## config.mk

```make
export PLATFORM = sky130hd
export DESIGN_NAME = host_port_handshake_registers_flat
export DESIGN_NICKNAME = d
export VERILOG_FILES = /design/src/rtl/core/hphr_pkg.sv /design/src/rtl/core/hphr_if.sv /design/src/rtl/core/hphr_in_stage.sv /design/src/rtl/core/hphr_port_regs.sv /design/src/rtl/core/hphr_out_stage.sv /design/src/rtl/core/host_port_handshake_registers.sv /design/src/flat_wrapper.sv
export SDC_FILE = /design/constraint.sdc
export NUM_CORES = 1
export LEC_CHECK = 0
export BUFFER_PORTS_ARGS = -buffer_cell sky130_fd_sc_hd__buf_2
export CORE_MARGIN = 2
export CORE_UTILIZATION = 45
export DETAILED_ROUTE_END_ITERATION = 12
export PLACE_DENSITY_LB_ADDON = 0.08
export SETUP_SLACK_MARGIN = 0.5
export SLEW_MARGIN = 20
export SYNTH_ARGS = -nofsm -noshare
export SYNTH_HDL_FRONTEND = slang
export SYNTH_HIERARCHICAL = 1
export SYNTH_SLANG_ARGS = --single-unit
```

## constraint.sdc

```tcl
create_clock -name clk -period 2.5 [get_ports clk]
set_input_delay 0.5 -clock clk [delete_from_list [all_inputs] [get_ports clk]]
set_output_delay 0.5 -clock clk [all_outputs]
set_load 0.1 [all_outputs]
```

## src/rtl/core/hphr_pkg.sv

```systemverilog
`timescale 1ns / 1ps

package hphr_pkg;

    typedef enum logic [1:0] {
        OP_DSP_READ   = 2'd0,
        OP_DSP_WRITE  = 2'd1,
        OP_HOST_READ  = 2'd2,
        OP_HOST_WRITE = 2'd3
    } op_t;

    localparam logic [5:0] DSP_ADDR_CONTROL = 6'd4;
    localparam logic [5:0] DSP_ADDR_STATUS  = 6'd36;
    localparam logic [5:0] DSP_ADDR_DATA    = 6'd37;

    localparam logic [5:0] HOST_ADDR_CONTROL = 6'd0;
    localparam logic [5:0] HOST_ADDR_COMMAND = 6'd1;
    localparam logic [5:0] HOST_ADDR_STATUS  = 6'd2;
    localparam logic [5:0] HOST_ADDR_VECTOR  = 6'd3;
    localparam logic [5:0] HOST_ADDR_ZERO    = 6'd4;
    localparam logic [5:0] HOST_ADDR_DATA_HI = 6'd6;
    localparam logic [5:0] HOST_ADDR_DATA_LO = 6'd7;

    localparam logic [15:0] EMPTY_DSP_READ   = 16'hBEEF;
    localparam logic [7:0]  EMPTY_HOST_READ  = 8'hBF;
    localparam logic [7:0]  HOST_UNMAPPED    = 8'hFF;

    localparam logic [7:0] VECTOR_NUMBER_RESET  = 8'd15;
    localparam logic [4:0] DSP_CONTROL_RESET    = 5'h00;
    localparam logic [7:0] DSP_STATUS_RESET     = 8'h02;
    localparam logic [7:0] HOST_CONTROL_RESET   = 8'h00;
    localparam logic [7:0] COMMAND_VECTOR_RESET = 8'h16;
    localparam logic [7:0] HOST_STATUS_RESET    = 8'h02;

    typedef struct packed {
        logic [1:0]  operation;
        logic [5:0]  register_address;
        logic [15:0] write_data;
    } access_t;

    typedef struct packed {
        logic [15:0] read_data;
        logic        command_irq;
        logic        transmit_irq;
        logic        receive_irq;
    } result_t;

endpackage

```

## src/rtl/core/hphr_if.sv

```systemverilog
`timescale 1ns / 1ps

interface hphr_in_if;
    logic        valid;
    logic        ready;
    logic [1:0]  operation;
    logic [5:0]  register_address;
    logic [15:0] write_data;

    modport source (output valid, output operation, output register_address,
                    output write_data, input ready);
    modport sink (input valid, input operation, input register_address,
                  input write_data, output ready);
endinterface

interface hphr_out_if;
    logic        valid;
    logic        ready;
    logic [15:0] read_data;
    logic        command_irq;
    logic        transmit_irq;
    logic        receive_irq;

    modport source (output valid, output read_data, output command_irq,
                    output transmit_irq, output receive_irq, input ready);
    modport sink (input valid, input read_data, input command_irq,
                  input transmit_irq, input receive_irq, output ready);
endinterface

```

## src/rtl/core/hphr_in_stage.sv

```systemverilog
`timescale 1ns / 1ps

module hphr_in_stage (
    input  logic             clk,
    input  logic             rst_n,
    hphr_in_if.sink          request,
    input  logic             advance,
    output logic             held_valid,
    output hphr_pkg::access_t held_access
);
    import hphr_pkg::*;

    logic    valid_reg;
    logic    valid_next;
    access_t access_reg;
    logic    take;

    assign request.ready = !valid_reg || advance;
    assign take          = request.valid && request.ready;
    assign valid_next    = take ? 1'b1 : (advance ? 1'b0 : valid_reg);

    always_ff @(posedge clk or negedge rst_n)
    begin
        if (!rst_n)
        begin
            valid_reg <= 1'b0;
        end
        else
        begin
            valid_reg <= valid_next;
        end
    end

    always_ff @(posedge clk)
    begin
        if (take)
        begin
            access_reg.operation        <= request.operation;
            access_reg.register_address <= request.register_address;
            access_reg.write_data       <= request.write_data;
        end
    end

    assign held_valid  = valid_reg;
    assign held_access = access_reg;

endmodule

```

## src/rtl/core/hphr_port_regs.sv

```systemverilog
`timescale 1ns / 1ps

module hphr_port_regs (
    input  logic              clk,
    input  logic              rst_n,
    input  logic              cfg_we,
    input  logic [7:0]        cfg_data,
    input  logic              advance,
    input  hphr_pkg::access_t access,
    output hphr_pkg::result_t result
);
    import hphr_pkg::*;

    logic [7:0]  vector_number_reg;
    logic [4:0]  dsp_control_reg, dsp_control_next;
    logic [7:0]  dsp_status_reg, dsp_status_next;
    logic [7:0]  host_control_reg, host_control_next;
    logic [7:0]  command_vector_reg, command_vector_next;
    logic [7:0]  host_status_reg, host_status_next;
    logic [15:0] host_tx_reg, host_tx_next;
    logic [15:0] host_rx_reg, host_rx_next;
    logic [15:0] dsp_tx_reg, dsp_tx_next;
    logic [15:0] dsp_rx_reg, dsp_rx_next;

    logic [7:0]  wbyte;
    logic        to_dsp;
    logic        to_host;

    assign wbyte = access.write_data[7:0];

    always_comb
    begin
        dsp_control_next    = dsp_control_reg;
        dsp_status_next     = dsp_status_reg;
        host_control_next   = host_control_reg;
        command_vector_next = command_vector_reg;
        host_status_next    = host_status_reg;
        host_tx_next        = host_tx_reg;
        host_rx_next        = host_rx_reg;
        dsp_tx_next         = dsp_tx_reg;
        dsp_rx_next         = dsp_rx_reg;
        result              = '0;
        to_dsp              = 1'b0;
        to_host             = 1'b0;

        case (op_t'(access.operation))
            OP_DSP_READ:
            begin
                if (access.register_address == DSP_ADDR_CONTROL)
                begin
                    result.read_data = {11'd0, dsp_control_reg};
                end
                else if (access.register_address == DSP_ADDR_STATUS)
                begin
                    result.read_data = {8'd0, dsp_status_reg};
                end
                else if (access.register_address == DSP_ADDR_DATA)
                begin
                    if (!dsp_status_reg[0])
                    begin
                        result.read_data = EMPTY_DSP_READ;
                    end
                    else
                    begin
                        result.read_data   = dsp_rx_reg;
                        dsp_status_next[0] = 1'b0;
                        to_dsp             = !host_status_reg[1];
                    end
                end
            end
            OP_DSP_WRITE:
            begin
                if (access.register_address == DSP_ADDR_CONTROL)
                begin
                    dsp_control_next      = access.write_data[4:0];
                    host_status_next[4:3] = access.write_data[4:3];
                end
                else if (access.register_address == DSP_ADDR_DATA)
                begin
                    dsp_tx_next        = access.write_data;
                    dsp_status_next[1] = 1'b0;
                    to_host            = !host_status_reg[0];
                end
            end
            OP_HOST_READ:
            begin
                case (access.register_address)
                    HOST_ADDR_CONTROL: result.read_data = {8'd0, host_control_reg};
                    HOST_ADDR_COMMAND: result.read_data = {8'd0, command_vector_reg};
                    HOST_ADDR_STATUS:  result.read_data = {8'd0, host_status_reg};
                    HOST_ADDR_VECTOR:  result.read_data = {8'd0, vector_number_reg};
                    HOST_ADDR_ZERO:    result.read_data = 16'd0;
                    HOST_ADDR_DATA_HI:
                    begin
                        if (!host_status_reg[0])
                        begin
                            result.read_data = {8'd0, EMPTY_HOST_READ};
                        end
                        else
                        begin
                            result.read_data = {8'd0, host_rx_reg[15:8]};
                        end
                    end
                    HOST_ADDR_DATA_LO:
                    begin
                        if (!host_status_reg[0])
                        begin
                            result.read_data = {8'd0, EMPTY_HOST_READ};
                        end
                        else
                        begin
                            result.read_data    = {8'd0, host_rx_reg[7:0]};
                            host_status_next[0] = 1'b0;
                            to_host             = !dsp_status_reg[1];
                        end
                    end
                    default: result.read_data = {8'd0, HOST_UNMAPPED};
                endcase
            end
            OP_HOST_WRITE:
            begin
                case (access.register_address)
                    HOST_ADDR_CONTROL:
                    begin
                        host_control_next[4:3] = wbyte[4:3];
                        host_control_next[1:0] = wbyte[1:0];
                        dsp_status_next[4:3]   = wbyte[4:3];
                    end
                    HOST_ADDR_COMMAND:
                    begin
                        command_vector_next[7]   = wbyte[7];
                        command_vector_next[4:0] = wbyte[4:0];
                        dsp_status_next[2]       = wbyte[7];
                        result.command_irq       = wbyte[7] && dsp_control_reg[2];
                    end
                    HOST_ADDR_DATA_HI:
                    begin
                        if (host_status_reg[1])
                        begin
                            host_tx_next[15:8] = wbyte;
                        end
                    end
                    HOST_ADDR_DATA_LO:
                    begin
                        if (host_status_reg[1])
                        begin
                            host_tx_next[7:0]   = wbyte;
                            host_status_next[1] = 1'b0;
                            to_dsp              = !dsp_status_reg[0];
                        end
                    end
                    default:
                    begin
                    end
                endcase
            end
            default:
            begin
            end
        endcase

        // path transfers after the access itself
        if (to_dsp)
        begin
            dsp_rx_next         = host_tx_next;
            host_status_next[1] = 1'b1;
            dsp_status_next[0]  = 1'b1;
            result.receive_irq  = dsp_control_next[0];
        end
        if (to_host)
        begin
            host_rx_next        = dsp_tx_next;
            host_status_next[0] = 1'b1;
            dsp_status_next[1]  = 1'b1;
            result.transmit_irq = dsp_control_next[1];
        end
    end

    always_ff @(posedge clk or negedge rst_n)
    begin
        if (!rst_n)
        begin
            vector_number_reg  <= VECTOR_NUMBER_RESET;
            dsp_control_reg    <= DSP_CONTROL_RESET;
            dsp_status_reg     <= DSP_STATUS_RESET;
            host_control_reg   <= HOST_CONTROL_RESET;
            command_vector_reg <= COMMAND_VECTOR_RESET;
            host_status_reg    <= HOST_STATUS_RESET;
            host_tx_reg        <= 16'd0;
            host_rx_reg        <= 16'd0;
            dsp_tx_reg         <= 16'd0;
            dsp_rx_reg         <= 16'd0;
        end
        else
        begin
            if (cfg_we)
            begin
                vector_number_reg <= cfg_data;
            end
            if (advance)
            begin
                dsp_control_reg    <= dsp_control_next;
                dsp_status_reg     <= dsp_status_next;
                host_control_reg   <= host_control_next;
                command_vector_reg <= command_vector_next;
                host_status_reg    <= host_status_next;
                host_tx_reg        <= host_tx_next;
                host_rx_reg        <= host_rx_next;
                dsp_tx_reg         <= dsp_tx_next;
                dsp_rx_reg         <= dsp_rx_next;
            end
        end
    end

`ifndef SYNTHESIS
    a_cmd_irq_enabled: assert property (@(posedge clk) disable iff (!rst_n)
        result.command_irq |-> dsp_control_reg[2])
        else $error("command irq without enable");
    a_rx_irq_sets_full: assert property (@(posedge clk) disable iff (!rst_n)
        advance && result.receive_irq |=> dsp_status_reg[0] && !host_status_reg[1] == 1'b0)
        else $error("receive irq without dsp word full");
    a_tx_irq_sets_full: assert property (@(posedge clk) disable iff (!rst_n)
        advance && result.transmit_irq |=> host_status_reg[0] && dsp_status_reg[1])
        else $error("transmit irq without host bytes full");
    a_hold_when_idle: assert property (@(posedge clk) disable iff (!rst_n)
        !advance |=> $stable(host_status_reg) && $stable(dsp_status_reg))
        else $error("flags changed with no word taken");
`endif

endmodule

```

## src/rtl/core/hphr_out_stage.sv

```systemverilog
`timescale 1ns / 1ps

module hphr_out_stage (
    input  logic              clk,
    input  logic              rst_n,
    input  logic              load,
    input  hphr_pkg::result_t result,
    output logic              space,
    hphr_out_if.source        response
);
    import hphr_pkg::*;

    logic    valid_reg;
    logic    valid_next;
    result_t result_reg;

    assign space      = !valid_reg || response.ready;
    assign valid_next = load ? 1'b1 : (response.ready ? 1'b0 : valid_reg);

    always_ff @(posedge clk or negedge rst_n)
    begin
        if (!rst_n)
        begin
            valid_reg <= 1'b0;
        end
        else
        begin
            valid_reg <= valid_next;
        end
    end

    always_ff @(posedge clk)
    begin
        if (load)
        begin
            result_reg <= result;
        end
    end

    assign response.valid        = valid_reg;
    assign response.read_data    = result_reg.read_data;
    assign response.command_irq  = result_reg.command_irq;
    assign response.transmit_irq = result_reg.transmit_irq;
    assign response.receive_irq  = result_reg.receive_irq;

endmodule

```

## src/rtl/core/host_port_handshake_registers.sv

```systemverilog
`timescale 1ns / 1ps

// channel    dir  payload
// request    in   operation, register_address, write_data
// response   out  read_data, command_irq, transmit_irq, receive_irq
// cfg        in   cfg_we, cfg_data (host vector number)
//
// one word per unstalled cycle: input register, register logic, result register
// response valid comes from the result register, loaded from the input register
// rst_n resets all flags and port registers at once, but not the stage data words
// a stalled response holds one word; the input register then takes one more

module host_port_handshake_registers (
    input  logic       clk,
    input  logic       rst_n,
    hphr_in_if.sink    request,
    hphr_out_if.source response,
    input  logic       cfg_we,
    input  logic [7:0] cfg_data
);
    import hphr_pkg::*;

    logic    held_valid;
    access_t held_access;
    result_t result;
    logic    space;
    logic    advance;

    assign advance = held_valid && space;

    hphr_in_stage u_in_stage (
        .clk         (clk),
        .rst_n       (rst_n),
        .request     (request),
        .advance     (advance),
        .held_valid  (held_valid),
        .held_access (held_access)
    );

    hphr_port_regs u_port_regs (
        .clk      (clk),
        .rst_n    (rst_n),
        .cfg_we   (cfg_we),
        .cfg_data (cfg_data),
        .advance  (advance),
        .access   (held_access),
        .result   (result)
    );

    hphr_out_stage u_out_stage (
        .clk      (clk),
        .rst_n    (rst_n),
        .load     (advance),
        .result   (result),
        .space    (space),
        .response (response)
    );

endmodule
```

## src/flat_wrapper.sv

```systemverilog
// flat-port wrapper written by rule: the top's interface ports become plain ports
module host_port_handshake_registers_flat import hphr_pkg::*;
  (clk, rst_n, cfg_we, cfg_data, request_valid, request_operation, request_register_address, request_write_data, request_ready, response_valid, response_read_data, response_command_irq, response_transmit_irq, response_receive_irq, response_ready);
  hphr_in_if request_i ();
  hphr_out_if response_i ();
  input  logic clk;
  input  logic rst_n;
  input  logic cfg_we;
  input  logic [7:0] cfg_data;
  input wire logic [$bits(request_i.valid)-1:0] request_valid;
  input wire logic [$bits(request_i.operation)-1:0] request_operation;
  input wire logic [$bits(request_i.register_address)-1:0] request_register_address;
  input wire logic [$bits(request_i.write_data)-1:0] request_write_data;
  output wire logic [$bits(request_i.ready)-1:0] request_ready;
  output wire logic [$bits(response_i.valid)-1:0] response_valid;
  output wire logic [$bits(response_i.read_data)-1:0] response_read_data;
  output wire logic [$bits(response_i.command_irq)-1:0] response_command_irq;
  output wire logic [$bits(response_i.transmit_irq)-1:0] response_transmit_irq;
  output wire logic [$bits(response_i.receive_irq)-1:0] response_receive_irq;
  input wire logic [$bits(response_i.ready)-1:0] response_ready;
  assign request_i.valid = request_valid;
  assign request_i.operation = request_operation;
  assign request_i.register_address = request_register_address;
  assign request_i.write_data = request_write_data;
  assign request_ready = request_i.ready;
  assign response_valid = response_i.valid;
  assign response_read_data = response_i.read_data;
  assign response_command_irq = response_i.command_irq;
  assign response_transmit_irq = response_i.transmit_irq;
  assign response_receive_irq = response_i.receive_irq;
  assign response_i.ready = response_ready;
  host_port_handshake_registers u_core (.clk(clk), .rst_n(rst_n), .request(request_i), .response(response_i), .cfg_we(cfg_we), .cfg_data(cfg_data));
endmodule
```

## Word level (Yosys, flattened, before mapping)

Index checks and enable logic that the tools add are counted.

- Reduce and logical (&&, ||, !) cells: 33
- Mux-type cells: 47
- Equal/unequal tests: 14

Operators with widths:

| cell | count |
|---|---|
| two-way mux 16 bit | 8 |
| one-hot mux 16 bit (7 select lines) | 1 |
| two-way mux 8 bit | 6 |
| one-hot mux 16 bit (2 select lines) | 1 |
| two-way mux 1 bit | 27 |
| nonzero test 2 bit | 10 |
| equality test 6 x 3 -> 1 bit (second input constant) | 3 |
| AND reduction 3 bit | 5 |
| equality test 6 x 2 -> 1 bit (second input constant) | 2 |
| equality test 6 bit (second input constant) | 2 |
| equality test 6 x 1 -> 1 bit (second input constant) | 1 |
| logical NOT 1 bit | 6 |
| logical NOT 6 bit | 1 |
| inequality test 2 bit (second input constant) | 3 |
| AND reduction 2 bit | 3 |
| AND reduction 5 bit | 1 |
| equality test 2 bit (second input constant) | 2 |
| two-way mux 2 bit | 2 |
| one-hot mux 1 bit (2 select lines) | 2 |
| AND reduction 4 bit | 1 |
| logical AND 1 bit | 3 |
| equality test 2 x 1 -> 1 bit (second input constant) | 1 |
| logical NOT 2 bit | 1 |
| logical OR 1 bit | 2 |

- Word-level logic and storage cells: 119
- Register bits: 141

## Logic depth before layout (Yosys ltp)

Gate-level depths: netlist of the first run.

- Depth in word-level cells: 8
- Gate-level depth with buffers: 9

## By module

The synthesis of the first run kept the hierarchy.

Modules (own cells, without submodules):

| module | area each (um^2) | instances | sequential area each (um^2) | cells each |
|---|---|---|---|---|
| hphr_port_regs | 4738.3 | 1 | 2288.4 | 440 |
| hphr_in_stage | 774.5 | 1 | 745.7 | 28 |
| hphr_out_stage | 618.1 | 1 | 595.6 | 22 |
| host_port_handshake_registers | 6.3 | 1 | 0.0 | 1 |

## Worst setup path before layout of the first run

OpenSTA, ideal clock, no wires.

- Path kind: register to register
- Start: reg u_core.u_out_stage.valid_reg (netlist: u_core/u_out_stage/response.valid)
- End: reg u_core.u_port_regs.host_tx_reg[0]
- Required time: 2375 ps
- Data arrival time: 2814 ps
- Path slack: -440 ps
- Cell stages (with the launch flop): 8
- Cell sequence: dfrtp_1 nand2b_4 and2_1 clkbuf_1 inv_1 or3_1 buf_6 mux2_4

- Word-level cells in the longest chain between the ends: 3

RTL lines:

| item | line | source |
|---|---|---|
| start, declared | hphr_out_stage.sv:13 | `logic valid_reg;` |
| start signal, assigned | hphr_out_stage.sv:28 | `valid_reg <= valid_next;` |
| logical NOT 1 bit | hphr_out_stage.sv:17 | `assign space = !valid_reg \|\| response.ready;` |
| logical OR 1 bit | hphr_out_stage.sv:17 |  |
| named net u_core.space | host_port_handshake_registers.sv:26 | `logic space;` |
| logical AND 1 bit | host_port_handshake_registers.sv:29 | `assign advance = held_valid && space;` |
| named net u_core.advance | host_port_handshake_registers.sv:27 | `logic advance;` |
| end signal, assigned | hphr_port_regs.sv:207 | `host_tx_reg <= host_tx_next;` |
| end, declared | hphr_port_regs.sv:20 | `logic [15:0] host_tx_reg, host_tx_next;` |

The timed path passes the listed nets, and every way through them passes these cells.
A chain may end at the register's enable or synchronous reset.

## Worst setup path after layout of the first run

- Start: reg u_core.u_in_stage.access_reg, in the netlist u_core/u_in_stage/held_access[21]
- End: reg u_core.u_port_regs.host_tx_reg[1]

- Word-level cells in the longest chain between the ends: 3

RTL lines:

| item | line | source |
|---|---|---|
| start, declared | hphr_in_stage.sv:15 | `access_t access_reg;` |
| equality test 6 x 3 -> 1 bit | hphr_port_regs.sv:122 | `case (access.register_address)` |
| two-way mux 8 bit | hphr_port_regs.sv:122 |  |
| two-way mux 16 bit | hphr_port_regs.sv:46 | `case (op_t'(access.operation))` |

No other way between the ends.

==> impl_metrics.sql, run 1 <==
INSERT INTO impl_metrics (metric_group, metric, value, unit) VALUES
('cts', 'clock_tree.buffer_depth', '2', ''),
('cts', 'clk_pin_slew', '0.06', 'ns'),
('final_layout', 'share_of_cells_above_drive_strength_1', '37.1', '%'),
('floorplanning', 'core-area', '13300', 'µm²'),
('drt', 'routed-via-count', '4133', ''),
('cts', 'cts-htree-levels', '4', ''),
('sta', 'finalHoldViolations', '0', ''),
('placed_design', 'number_of_buffer_cells_added_on_primary_ports', '57', ''),
('final_layout', 'area_growth', '21.5', '%'),
('cts', 'root_buffer', 'clkbuf_16', ''),
('final_layout', 'final_cells', '763', ''),
('final_layout', 'nNetsFinal', '615', ''),
('drt', 'met2_length', '6.54', 'mm'),
('cts', 'clock_latency', '0.42', 'ns'),
('pwr', 'power.share.switching', '28.7', '%'),
('final_layout', 'layout.cells.most_common_list', '83 x dfrtp_1, 57 x nand2_1, 56 x buf_2, 46 x mux2_2, 44 x o21ai_0', ''),
('logic_synthesis', 'synth_area', '6140', 'µm²'),
('setup_path', 'critical_path_required', '2.81', 'ns'),
('cts', 'tritoncts.num_buffers', '17', ''),
('pwr', 'clock_power_share', '40.6', '%'),
('sta', 'finClkSkew', '0.00891', 'ns'),
('drt', 'routed_wirelength', '14.3', 'mm'),
('grt', 'first_pass_grt_wire_length', '22.7', 'mm'),
('placed_design', 'detailed_place_hpwl', '9.56', 'mm'),
('sta', 'rsz0062_at_grt', 'true', ''),
('logic_synthesis', 'ys.flop_type', 'dfrtp_1', ''),
('status', 'status', 'complete, no violations', ''),
('sta', 'tightest_slew', '0.531', 'ns'),
('drt', 'drt-initial-drc-count', '328', ''),
('hold_path', 'hold_path_class', 'input port to asynchronous set/reset pin', ''),
('sta', 'period_needed', '1.97', 'ns'),
('final_layout', 'layout_filler_cell_count', '1151', ''),
('logic_synthesis', 'syn-num-nets', '532', ''),
('setup_path', 'crit_type', 'register to register', ''),
('pwr', 'power.share.sequential', '45.5', '%'),
('pwr', 'combPwrFrac', '13.9', '%'),
('logic_synthesis', 'asyncSetResetFlopFracSynth', '68.4', '%'),
('sta', 'setup_total_negative_slack', '0', 'ns'),
('drt', 'detail_route.drc_violations', '0', ''),
('final_layout', 'antenna-diode-count', '0', ''),
('drt', 'route.antenna.remaining_nets', '0', ''),
('setup_path', 'path_max_fanout', '8', ''),
('sta', 'final.period_utilization', '78.9', '%'),
('setup_path', 'crit_arrival', '2.28', 'ns'),
('cts', 'cts.hold.buffers_added', '0', ''),
('logic_synthesis', 'yosysWarnings', '6', ''),
('logic_synthesis', 'post_synth_inst_count', '491', ''),
('sta', 'slew_headroom', '64.6', '%'),
('drt', 'drt-vias-per-instance', '5.42', ''),
('logic_synthesis', 'synth.ff_latch_count', '136', ''),
('job', 'maxCapViolations', '0', ''),
('placed_design', 'dp_cells', '710', ''),
('floorplanning', 'die_w', '121', 'µm'),
('cts', 'cts_tree', 'built', ''),
('grt', 'grt_max_degree', '44', ''),
('logic_synthesis', 'number_of_library_cell_types_mapped_by_synthesis', '56', ''),
('floorplanning', 'std_cell_rows', '42', ''),
('drt', 'routed_wire_length_per_instance', '18.7', 'µm'),
('final_layout', 'ff_latch_area', '3630', 'µm²'),
('drt', 'firstDrtPassIters', '5', ''),
('pwr', 'intPower', '4.00', 'mW'),
('floorplanning', 'num_io_pins', '58', ''),
('logic_synthesis', 'avgSynthCellArea', '12.5', 'µm²'),
('logic_synthesis', 'synth_edf_count', '43', ''),
('floorplanning', 'die_area', '14600', 'µm²'),
('pwr', 'vdd.ir_drop.worst', '619', 'µV'),
('drt', 'met3RoutedLength', '685', 'µm'),
('final_layout', 'multiInputGateArea', '2410', 'µm²'),
('sta', 'maxSlewViolCount', '0', ''),
('floorplanning', 'start_util', '46.2', '%'),
('grt', 'first_global_vias', '4096', '');
cells by family (layout without fill, tap and decap cells):
logic type	Yosys count	count (layout)	synth area share [%]
flip-flops	136	136	59.1
AND/OR/NAND/NOR	123	123	11.2
multiplexers	94	94	17.0
AO/OA/AOI/OAI	91	91	8.93
buffers and inverters	43	139	2.92
adder cells (fa/ha/maj)	4	4	0.816
layer usage:
layer	vias to the layer above	global-route usage, %
met5	-	0
met3	21	5.94
met2	124	30.9
met1	2042	29.7
li1	1946	-
met4	0	7.78
through the flow:
step                utilization [%]  setup WS (ns)  power [mW]  instance area, µm²
detailed placement             50.3          0.195        3.35                6680
global route                   56.1          0.453        5.86                7460
finish                         56.1          0.528        5.62                7460
floorplan                         -          0.341        3.13                6200
global placement               50.3          0.278        3.34                6680
CTS                            55.1          0.480        5.66                7330
critical path: stages, from the launching register on:
cell and delay (ns):
edfxtp_1 0.45, nor4b_4 0.35, buf_6 0.18, nand2_4 0.06, or3_4 0.49, mux2_4 0.32
what timing repair did:
item | CTS | global route
endpoints found under the setup margin | 61 | 55
gates resized for setup | 9 | 11
cloned | 0 | 1
setup buffers | 10 | 10
pin swaps | 5 | 4
power groups by stage:
stage	clock, mW	combinational, mW	sequential, mW
5_1_grt	2.46	0.829	2.57
3_5_place_dp	0	0.747	2.60
2_1_floorplan	0	0.274	2.86
3_3_place_gp	0	0.742	2.59
6_report	2.28	0.781	2.56
4_1_cts	2.34	0.761	2.56
cell type report:
class                      count  area share, %
sequential                   136           48.7
multi-input combinational    312           32.3
tap                          176           2.95
timing repair buffer          92           7.93
clock inverter                13           1.24
inverter                      15          0.788
clock buffer                  19           6.09
cells in the mapped netlist (4+ instances only):
master | count | area, µm²
a21oi_1 | 16 | 80.1
mux2_4 | 8 | 120
mux2_2 | 49 | 552
edfxtp_1 | 43 | 1290
buf_2 | 7 | 35.0
o21ai_0 | 45 | 225
ha_1 | 4 | 50.1
nand3_1 | 8 | 40.0
and3_1 | 5 | 31.3
o211ai_1 | 4 | 30.0
mux2i_1 | 37 | 370
nand4_1 | 4 | 25.0
dfrtp_1 | 84 | 2100
nor2b_1 | 7 | 43.8
dfstp_2 | 9 | 236
inv_1 | 15 | 56.3
nand2b_1 | 6 | 37.5
nor2_1 | 5 | 18.8
nand2_1 | 59 | 221
clkbuf_1 | 17 | 63.8
o221ai_1 | 5 | 43.8
final timing paths:
| path | startpoint | end | slack [ns] | cells after the start |
|---|---|---|---|---|
| max | u_core/u_in_stage/held_access[21]$_DFFE_PP_ | u_core/u_port_regs/host_tx_reg[1]$_DFFE_PN0P_ | 0.53 | 5 |
| min | rst_n | u_core/u_port_regs/dsp_tx_reg[8]$_DFFE_PN0P_ | 0.006 | 1 |
| max reg2reg | u_core/u_in_stage/held_access[21]$_DFFE_PP_ | u_core/u_port_regs/host_tx_reg[1]$_DFFE_PN0P_ | 0.53 | 5 |
| min reg2reg | u_core/u_port_regs/dsp_status_reg[1]$_DFFE_PN1P_ | u_core/u_port_regs/dsp_status_reg[1]$_DFFE_PN1P_ | 0.47 | 2 |
| max in group asynchronous | rst_n | u_core/u_port_regs/command_vector_reg[1]$_DFFE_PN1P_ | 1.79 | 2 |
| min in group clk | request_write_data[15] | u_core/u_in_stage/held_access[15]$_DFFE_PP_ | 0.25 | 1 |
Note: power is estimated with default switching activity, not from simulation.
==> inputs of run 2 (changes only) <==
- clock period: 2.5 -> 2 ns (I/O delays scaled with it)
==> impl_metrics.sql, run 2 (synthesis gave the netlist of run 1 again) <==
INSERT INTO impl_metrics (metric_group, metric, value, unit) VALUES
('status', 'status', 'complete, no violations', ''),
('drt', 'drt-vias-per-instance', '5.38', ''),
('floorplanning', 'std_cell_rows', '42', ''),
('placed_design', 'placer_s_final_routability_congestion_estimate', '0.892', ''),
('drt', 'routed_wire_length_per_instance', '20.1', 'µm'),
('pwr', 'power.leakage', '3.61', 'nW'),
('job', 'maxCapViolations', '0', ''),
('sta', 'maxSlewViolCount', '0', ''),
('setup_path', 'critical_path_required', '2.30', 'ns'),
('sta', 'max_freq', '526', 'MHz'),
('setup_path', 'crit_arrival', '2.21', 'ns'),
('floorplanning', 'die_y', '121', 'µm'),
('final_layout', 'share_of_cells_above_drive_strength_1', '41.2', '%'),
('final_layout', 'nNetsFinal', '637', ''),
('drt', 'drt-initial-drc-count', '303', ''),
('floorplanning', 'core-area', '13300', 'µm²'),
('final_layout', 'ff_latch_area', '3630', 'µm²'),
('cts', 'root_buffer', 'clkbuf_16', ''),
('grt', 'first_global_vias', '4457', ''),
('grt', 'grt_max_degree', '35', ''),
('floorplanning', 'die_area', '14600', 'µm²'),
('sta', 'rsz0062_at_grt', 'true', ''),
('cts', 'clkSinkCount', '136', ''),
('cts', 'clk_pin_slew', '0.06', 'ns'),
('pwr', 'fin_total_pwr', '7.55', 'mW'),
('drt', 'route.antenna.remaining_nets', '0', ''),
('setup_path', 'crit_type', 'register to register', ''),
('placed_design', 'detailed_place_hpwl', '10.5', 'mm'),
('final_layout', 'largest_register_ff_count', '24', ''),
('sta', 'final.period_utilization', '95.1', '%'),
('cts', 'clock_tree.buffer_depth', '2', ''),
('cts', 'tritoncts.num_buffers', '17', ''),
('cts', 'cts-htree-levels', '4', ''),
('floorplanning', 'num_io_pins', '58', ''),
('sta', 'setup_total_negative_slack', '0', 'ns'),
('sta', 'finalHoldViolations', '0', ''),
('final_layout', 'antenna-diode-count', '0', ''),
('sta', 'period_needed', '1.90', 'ns'),
('sta', 'slew_headroom', '61.7', '%'),
('final_layout', 'layout_filler_cell_count', '1071', ''),
('final_layout', 'area_growth', '30.7', '%'),
('final_layout', 'multiInputGateArea', '2550', 'µm²'),
('grt', 'grt_antenna_before_repair', '0', ''),
('sta', 'tightest_slew', '0.575', 'ns'),
('sta', 'setup_viol', '0', ''),
('floorplanning', 'die_w', '121', 'µm'),
('grt', 'first_pass_grt_wire_length', '25.0', 'mm'),
('drt', 'routed-via-count', '4224', ''),
('setup_path', 'path_max_fanout', '8', ''),
('grt', 'final_global_route_overflow_total', '0', ''),
('pwr', 'power.density_cell_area', '941', 'nW/µm²'),
('final_layout', 'mostFrequentLayoutCell', 'dfrtp_1', ''),
('setup_path', 'timing.critical_path.from_type', 'register', ''),
('drt', 'routed_wirelength', '15.7', 'mm'),
('pwr', 'vdd.ir_drop.worst', '759', 'µV'),
('placed_design', 'number_of_buffer_cells_added_on_primary_ports', '57', ''),
('cts', 'cts_tree', 'built', ''),
('setup_path', 'critPathCaptureType', 'register', ''),
('floorplanning', 'start_util', '46.2', '%'),
('sta', 'finClkSkew', '0.00790', 'ns'),
('final_layout', 'layout.cells.most_common_list', '83 x dfrtp_1, 56 x nand2_1, 46 x buf_4, 43 x edfxtp_1, 40 x mux2_2', ''),
('grt', 'grtUsageTotal', '23.6', '%'),
('drt', 'firstDrtPassIters', '5', ''),
('drt', 'detail_route.drc_violations', '0', ''),
('cts', 'clock_latency', '0.42', 'ns'),
('hold_path', 'hold_path_class', 'input port to register', '');
==> run 2: metrics by stage <==
| stage | hold slack [ns] | std cells | cell area (µm²) | setup WS, ns | utilization, % |
|---|---|---|---|---|---|
| finish | 0.149 | 785 | 8020 | 0.0972 | 60.4 |
| global route | 0.126 | 785 | 8020 | 0.0495 | 60.4 |
| CTS | 0.132 | 783 | 7960 | 0.0942 | 59.8 |
| detailed placement | 0.355 | 731 | 6990 | -0.0220 | 52.6 |
| global placement | 0.345 | 731 | 6990 | -0.00821 | 52.6 |
| floorplan | 0.104 | 491 | 6310 | -0.159 | - |
==> run 2: power by group <==
group	switching, mW	total (mW)	internal, mW
Clock	1.18	3.20	2.02
Combinational	0.774	1.16	0.382
Sequential	0.124	3.20	3.08
==> run 2: repair_timing <==
action,CTS,global route
hold buffers,1,0
endpoints found under the setup margin,147,146
buffers inserted,16,2
gates resized for setup,54,16
endpoints found under the hold margin,23,0
pin swaps,16,8
gates cloned,3,0
==> run 2: cell type report <==
class	count	area share [%]
Inverter	15	0.733
Clock buffer	23	6.24
Sequential cell	136	45.3
Tap cell	176	2.74
Clock inverter	9	1.37
Timing Repair Buffer	111	11.8
Multi-Input combinational cell	315	31.8
==> run 2: worst paths after layout <==
check,slack [ns],endpoint,start,cells after the start
max,0.1,u_core/u_port_regs/host_tx_reg[7]$_DFFE_PN0P_,u_core/u_in_stage/held_access[20]$_DFFE_PP_,6
min,0.15,u_core/u_in_stage/held_access[0]$_DFFE_PP_,request_write_data[0],1
max reg2reg,0.1,u_core/u_port_regs/host_tx_reg[7]$_DFFE_PN0P_,u_core/u_in_stage/held_access[20]$_DFFE_PP_,6
min reg2reg,0.48,u_core/u_port_regs/dsp_rx_reg[9]$_DFFE_PN0P_,u_core/u_port_regs/dsp_rx_reg[9]$_DFFE_PN0P_,2
max in group asynchronous,0.88,u_core/u_port_regs/vector_number_reg[2]$_DFFE_PN1P_,rst_n,3
min in group asynchronous,0.44,u_core/u_port_regs/dsp_tx_reg[14]$_DFFE_PN0P_,rst_n,2
==> run 2: worst max-delay path, cell delays in order (launching register included) <==
cell and delay (ns):
edfxtp_1 0.42, nor4b_4 0.28, buf_4 0.19, nand2_2 0.06, or3_1 0.37, buf_6 0.17, mux2_4 0.30
==> run 2: routing by layer <==
layer	wire (µm)	GRT usage [%]	up-vias
met5	0	0	-
met1	7410	33.7	2127
met2	7410	35.7	95
met3	698	5.24	15
met4	227	7.85	0
li1	-	-	1987
